## config.mk

```make
export PLATFORM = sky130hd
export DESIGN_NAME = packed_bcd_add_subtract
export DESIGN_NICKNAME = d
export VERILOG_FILES = /design/src/hdl/bcdas_pkg.sv /design/src/hdl/bcdas_cell.sv /design/src/hdl/packed_bcd_add_subtract.sv
export SDC_FILE = /design/constraint.sdc
export NUM_CORES = 1
export LEC_CHECK = 0
export BUFFER_PORTS_ARGS = -buffer_cell sky130_fd_sc_hd__buf_2
export CORE_MARGIN = 3
export CORE_UTILIZATION = 55
export DETAILED_ROUTE_END_ITERATION = 10
export PLACE_DENSITY = 0.7
export REMOVE_ABC_BUFFERS = 1
export SYNTH_ARGS = -nofsm -noshare
export SYNTH_HDL_FRONTEND = slang
export SYNTH_HIERARCHICAL = 1
export SYNTH_SLANG_ARGS = --single-unit
```

## constraint.sdc

```tcl
create_clock -name clk -period 15 [get_ports clk]
set_input_delay 0.75 -clock clk [delete_from_list [all_inputs] [get_ports clk]]
set_output_delay 0.75 -clock clk [all_outputs]
set_load 0.005 [all_outputs]
```

## src/hdl/bcdas_pkg.sv

```systemverilog
package bcdas_pkg;

    localparam int LANE_W = 8;
    localparam int LANES  = 4;
    localparam int WORD_W = LANE_W * LANES;

    // decimal correction constants
    localparam logic [3:0] DIGIT_MAX = 4'h9;
    localparam logic [3:0] DIGIT_ADJ = 4'h6;
    localparam logic [7:0] BYTE_MAX  = 8'h99;
    localparam logic [7:0] BYTE_ADJ  = 8'hA0;

    typedef enum logic {
        OP_ADD = 1'b0,
        OP_SUB = 1'b1
    } op_t;

    // what travels from one lane cell to the next
    typedef struct packed {
        op_t                op;
        logic               carry;
        logic [WORD_W-1:0]  a;
        logic [WORD_W-1:0]  b;
        logic [WORD_W-1:0]  r;
    } beat_t;

    // one byte lane: returns {carry or borrow out, result byte}
    function automatic logic [LANE_W:0] lane_step(
        input op_t               op,
        input logic [LANE_W-1:0] a,
        input logic [LANE_W-1:0] b,
        input logic              cin
    );
        logic [9:0]  s;
        logic [15:0] d;
        logic        c;
        logic [7:0]  v;
        s = 10'd0;
        d = 16'd0;
        c = 1'b0;
        v = 8'd0;
        case (op)
            OP_ADD:
            begin
                s = {6'd0, a[3:0]} + {6'd0, b[3:0]} + {9'd0, cin};
                if (s > {6'd0, DIGIT_MAX})
                begin
                    s = s + {6'd0, DIGIT_ADJ};
                end
                s = s + {2'd0, a[7:4], 4'd0} + {2'd0, b[7:4], 4'd0};
                if (s > {2'd0, BYTE_MAX})
                begin
                    s = s - {2'd0, BYTE_ADJ};
                    c = 1'b1;
                end
                v = s[7:0];
            end
            OP_SUB:
            begin
                // 16-bit wrap matches the two's complement low-half compare
                d = {12'd0, b[3:0]} - {12'd0, a[3:0]} - {15'd0, cin};
                if (d[7:0] > {4'd0, DIGIT_MAX})
                begin
                    d = d - {12'd0, DIGIT_ADJ};
                end
                d = d + {8'd0, b[7:4], 4'd0} - {8'd0, a[7:4], 4'd0};
                if (d > {8'd0, BYTE_MAX})
                begin
                    d = d + {8'd0, BYTE_ADJ};
                    c = 1'b1;
                end
                v = d[7:0];
            end
            default:
            begin
                v = 8'd0;
                c = 1'b0;
            end
        endcase
        return {c, v};
    endfunction

endpackage

```

## src/hdl/bcdas_cell.sv

```systemverilog
module bcdas_cell (
    input  logic            clk,
    input  logic            rst_n,
    input  logic            up_valid,
    output logic            up_stall,
    input  bcdas_pkg::beat_t up_beat,
    output logic            down_valid,
    input  logic            down_stall,
    output bcdas_pkg::beat_t down_beat
);

    logic             valid_reg;
    logic             valid_next;
    bcdas_pkg::beat_t beat_reg;
    bcdas_pkg::beat_t beat_next;
    logic             take;
    logic [bcdas_pkg::LANE_W:0] lane;

    assign up_stall = valid_reg & down_stall;
    assign take     = up_valid & ~up_stall;

    assign lane = bcdas_pkg::lane_step(up_beat.op,
                                       up_beat.a[bcdas_pkg::LANE_W-1:0],
                                       up_beat.b[bcdas_pkg::LANE_W-1:0],
                                       up_beat.carry);

    // consume the low byte, shift the result byte in from the top
    always_comb
    begin
        beat_next.op    = up_beat.op;
        beat_next.carry = lane[bcdas_pkg::LANE_W];
        beat_next.a     = up_beat.a >> bcdas_pkg::LANE_W;
        beat_next.b     = up_beat.b >> bcdas_pkg::LANE_W;
        beat_next.r     = {lane[bcdas_pkg::LANE_W-1:0],
                           up_beat.r[bcdas_pkg::WORD_W-1:bcdas_pkg::LANE_W]};
    end

    always_comb
    begin
        if (take)
        begin
            valid_next = 1'b1;
        end
        else if (down_stall)
        begin
            valid_next = valid_reg;
        end
        else
        begin
            valid_next = 1'b0;
        end
    end

    always_ff @(posedge clk or negedge rst_n)
    begin
        if (!rst_n)
        begin
            valid_reg <= 1'b0;
        end
        else
        begin
            valid_reg <= valid_next;
        end
    end

    always_ff @(posedge clk)
    begin
        if (take)
        begin
            beat_reg <= beat_next;
        end
    end

    assign down_valid = valid_reg;
    assign down_beat  = beat_reg;

endmodule

```

## src/hdl/packed_bcd_add_subtract.sv

```systemverilog
// Packed-BCD adder/subtractor for eight-digit words. operation 0 returns
// operand_b + operand_a, operation 1 returns operand_b - operand_a; the final
// decimal carry or borrow is dropped, so results wrap modulo 10^8 for valid
// BCD inputs (non-BCD digits pass through the same byte rules unchecked).
// The work runs through a row of four byte-lane cells, low byte first, each
// a register stage that hands the decimal carry/borrow to the next. An
// accepted input beat passes the four cell registers in order to the result,
// and a new beat is taken every cycle unless the stall reaches the first cell;
// a held result only stops as many cells as are full behind it, so empty cells keep taking input.
module packed_bcd_add_subtract (
    input  logic        clk,
    input  logic        rst_n,
    input  logic        in_valid,
    output logic        in_stall,
    input  logic        operation,
    input  logic [31:0] operand_a,
    input  logic [31:0] operand_b,
    output logic        out_valid,
    input  logic        out_stall,
    output logic [31:0] result
);

    // handshake and beat wiring between neighboring cells
    logic             valid_w [bcdas_pkg::LANES+1];
    logic             stall_w [bcdas_pkg::LANES+1];
    bcdas_pkg::beat_t beat_w  [bcdas_pkg::LANES+1];

    // head of the row: carry in is clear, result field starts empty
    always_comb
    begin
        beat_w[0].op    = bcdas_pkg::op_t'(operation);
        beat_w[0].carry = 1'b0;
        beat_w[0].a     = operand_a;
        beat_w[0].b     = operand_b;
        beat_w[0].r     = '0;
    end

    assign valid_w[0] = in_valid;
    assign in_stall   = stall_w[0];

    genvar i;
    generate
        for (i = 0; i < bcdas_pkg::LANES; i++)
        begin : g_lane
            bcdas_cell u_cell (
                .clk        (clk),
                .rst_n      (rst_n),
                .up_valid   (valid_w[i]),
                .up_stall   (stall_w[i]),
                .up_beat    (beat_w[i]),
                .down_valid (valid_w[i+1]),
                .down_stall (stall_w[i+1]),
                .down_beat  (beat_w[i+1])
            );
        end
    endgenerate

    // tail of the row: all result bytes have been shifted into place
    assign stall_w[bcdas_pkg::LANES] = out_stall;
    assign out_valid = valid_w[bcdas_pkg::LANES];
    assign result    = beat_w[bcdas_pkg::LANES].r;

endmodule
```

==> impl_metrics.json <==
{
  "outcome": "finished clean",
  "cts_max_path_buffers": 2,
  "clk_latency_ps": 440,
  "hold_path.class": "in -> async",
  "ant_nets": 0,
  "cpMostUsedCell": "ha_1",
  "setup-violations-final": 0,
  "synthToLayoutAreaGrowth_pct": 10.8,
  "rows": 56,
  "max_freq_mhz": 180,
  "hold_viol": 0,
  "path_class": "reg -> reg",
  "crit_fanout": 11,
  "first_iter_violations": 464,
  "htree_levels": 4,
  "n_antenna_cell": 0,
  "cts_sinks": 186,
  "slew_viol_final": 0,
  "layout-drive-gt1-share": 0.174,
  "finalCritPeriodShare": 0.371,
  "utilization": 0.622,
  "antenna_found_initial": 0,
  "finClkSkew_ps": 9.43,
  "p_switching_mw": 1.18,
  "p_leak_nw": 6.13,
  "grt_first_pass_wirelength_um": 43700,
  "highest_layer": "met4",
  "switching_share": 0.424,
  "critPathLaunchType": "flop",
  "syn_area_per_cell_um2": 11.2,
  "start_util": 0.561,
  "wl_per_cell_um": 16.2,
  "tightest_slew_ps": 986,
  "rsz0062_at_grt": "false",
  "cpPeakStageDelay_ps": 510,
  "yosysWarnings": 6,
  "dr.pass1.iters": 5,
  "drcViolationCount": 0,
  "finalSetupTns_ps": 0,
  "cts_hold_buf": 0,
  "cts.clk_slew.worst_paths_ps": 80,
  "via_count": 9172,
  "place_congestion": 0.893,
  "portBuffers": 102,
  "relSlewSlack": 0.341,
  "ctsResizeCount": 0,
  "p_int_mw": 1.60,
  "final_nets": 1505,
  "boundaryPins": 103,
  "finalNonFillerCells": 1616,
  "syn-cell-area_um2": 13200,
  "routed_via_density": 5.68,
  "met2_wirelength_um": 13300,
  "m1WireLength_um": 11400,
  "grt_pass1_vias": 9139,
  "cap_violations": 0,
  "crit_path_cell_trace": "inv_1 > ha_1 > fa_1 > ha_1 > xnor2_1 > ha_1 > nor3_1 > nor2_1 > a21oi_1 > fa_1 > inv_1 > ha_1 > nand2_2 > or4b_4 > a2111oi_4 > nor3_2 > xnor2_1 > ha_1 > o21bai_1 > a311o_1",
  "die_h_um": 161,
  "syn_inst": 1182,
  "root_buffer": "clkbuf_16",
  "crit_arrival_ps": 5760,
  "layout_setup_ws_ps": 9430,
  "wl_um": 26100,
  "hpwl_um": 20100,
  "gr-usage-all-layers": 0.208,
  "die_area_um2": 25900,
  "p_comb_frac": 0.577,
  "grt_overflow": 0,
  "dieWidth_um": 161,
  "core_um2": 23500,
  "cp_slowest_cell": "or4b_4",
  "wl_met3_um": 1040,
  "fillers": 1993,
  "cts_tree": "built",
  "min_period_ps": 5570,
  "clockPowerShare": 0.158,
  "peakVddDrop_v": 0.000113,
  "crit_path_end_kind": "flop",
  "grt_max_degree": 59,
  "postCtsSetupRepairBufs": 0,
  "cts_buffers": 17,
  "seq_power_share": 0.265,
  "pre_cts_ws_ps": 9110,
  "cellPowerDensity_nw_per_um2": 190,
  "crit_required_ps": 15190,
  "placed_cells": 1584
}
-- final timing paths --
kind                                                               start  depth (start not counted)  slack, ps                                  endpoint
worst min register to register  g_lane[2].u_cell/down_beat[11]$_DFFE_PP_                          0        420   g_lane[3].u_cell/down_beat[3]$_DFFE_PP_
min in group clk                g_lane[2].u_cell/down_beat[11]$_DFFE_PP_                          0        420   g_lane[3].u_cell/down_beat[3]$_DFFE_PP_
max in group asynchronous                                          rst_n                          1      14750   g_lane[0].u_cell/down_valid$_DFFE_PN0P_
worst max-delay path            g_lane[2].u_cell/down_beat[32]$_DFFE_PP_                         20       9430  g_lane[3].u_cell/down_beat[31]$_DFFE_PP_
worst max register to register  g_lane[2].u_cell/down_beat[32]$_DFFE_PP_                         20       9430  g_lane[3].u_cell/down_beat[31]$_DFFE_PP_
worst min-delay path                                               rst_n                          1        120   g_lane[3].u_cell/down_valid$_DFFE_PN0P_
-- critical path, delay by kind of cell (launching register included) --
family	cells	cell delay [ps]
buf+inv	2	150
compound gates	4	990
fa+ha+maj	7	2440
flops	1	360
simple gates	5	890
xor+xnor	2	500
-- layout make-up --
cell class / instances / area [um^2] / share of cell area
clock buffers: 17 / 425 / 0.0291
clock inverters: 15 / 171 / 0.0117
inverters: 144 / 541 / 0.0369
multi-input cells: 830 / 7010 / 0.479
flip-flops and latches: 186 / 5570 / 0.380
well taps: 319 / 399 / 0.0273
repair buffers: 105 / 533 / 0.0364
-- power groups by stage --
stage	clock (mW)	combinational, mW	sequential, mW
after global placement	0	1.56	0.747
after global routing	0.479	1.80	0.747
final	0.441	1.60	0.737
after detailed placement	0	1.58	0.750
after CTS	0.454	1.60	0.739
after floorplan	0	1.25	0.747
-- routing by layer --
layer	vias to the layer above	track usage
met5	-	0
met4	0	0.0555
met3	25	0.0295
met2	209	0.371
met1	4415	0.266
li1	4523	-
-- flip-flops by register name (all words and copies together), names as in the netlist --
name                      count
g_lane.u_cell/down_beat     182
g_lane.u_cell/down_valid      4
-- metrics by stage --
stage	hold WS (ps)	total power, mW	cell area (um^2)
4_1_cts	104	2.79	14600
6_report	116	2.78	14600
2_1_floorplan	400	1.99	13100
5_1_grt	100	3.02	14600
3_3_place_gp	400	2.30	14000
3_5_place_dp	405	2.33	14000
-- cell usage in the layout, fill, tap and decap left out, types with 18 or more instances in the layout --
cell and instances:
a21oi_1 63, buf_2 102, edfxtp_1 182, fa_1 40, ha_1 112, inv_1 141, nand2_1 72, nand3_1 18
nor2_1 61, nor3_1 28, o21ai_0 40, xnor2_1 29
(Power assumes the default switching activity.)
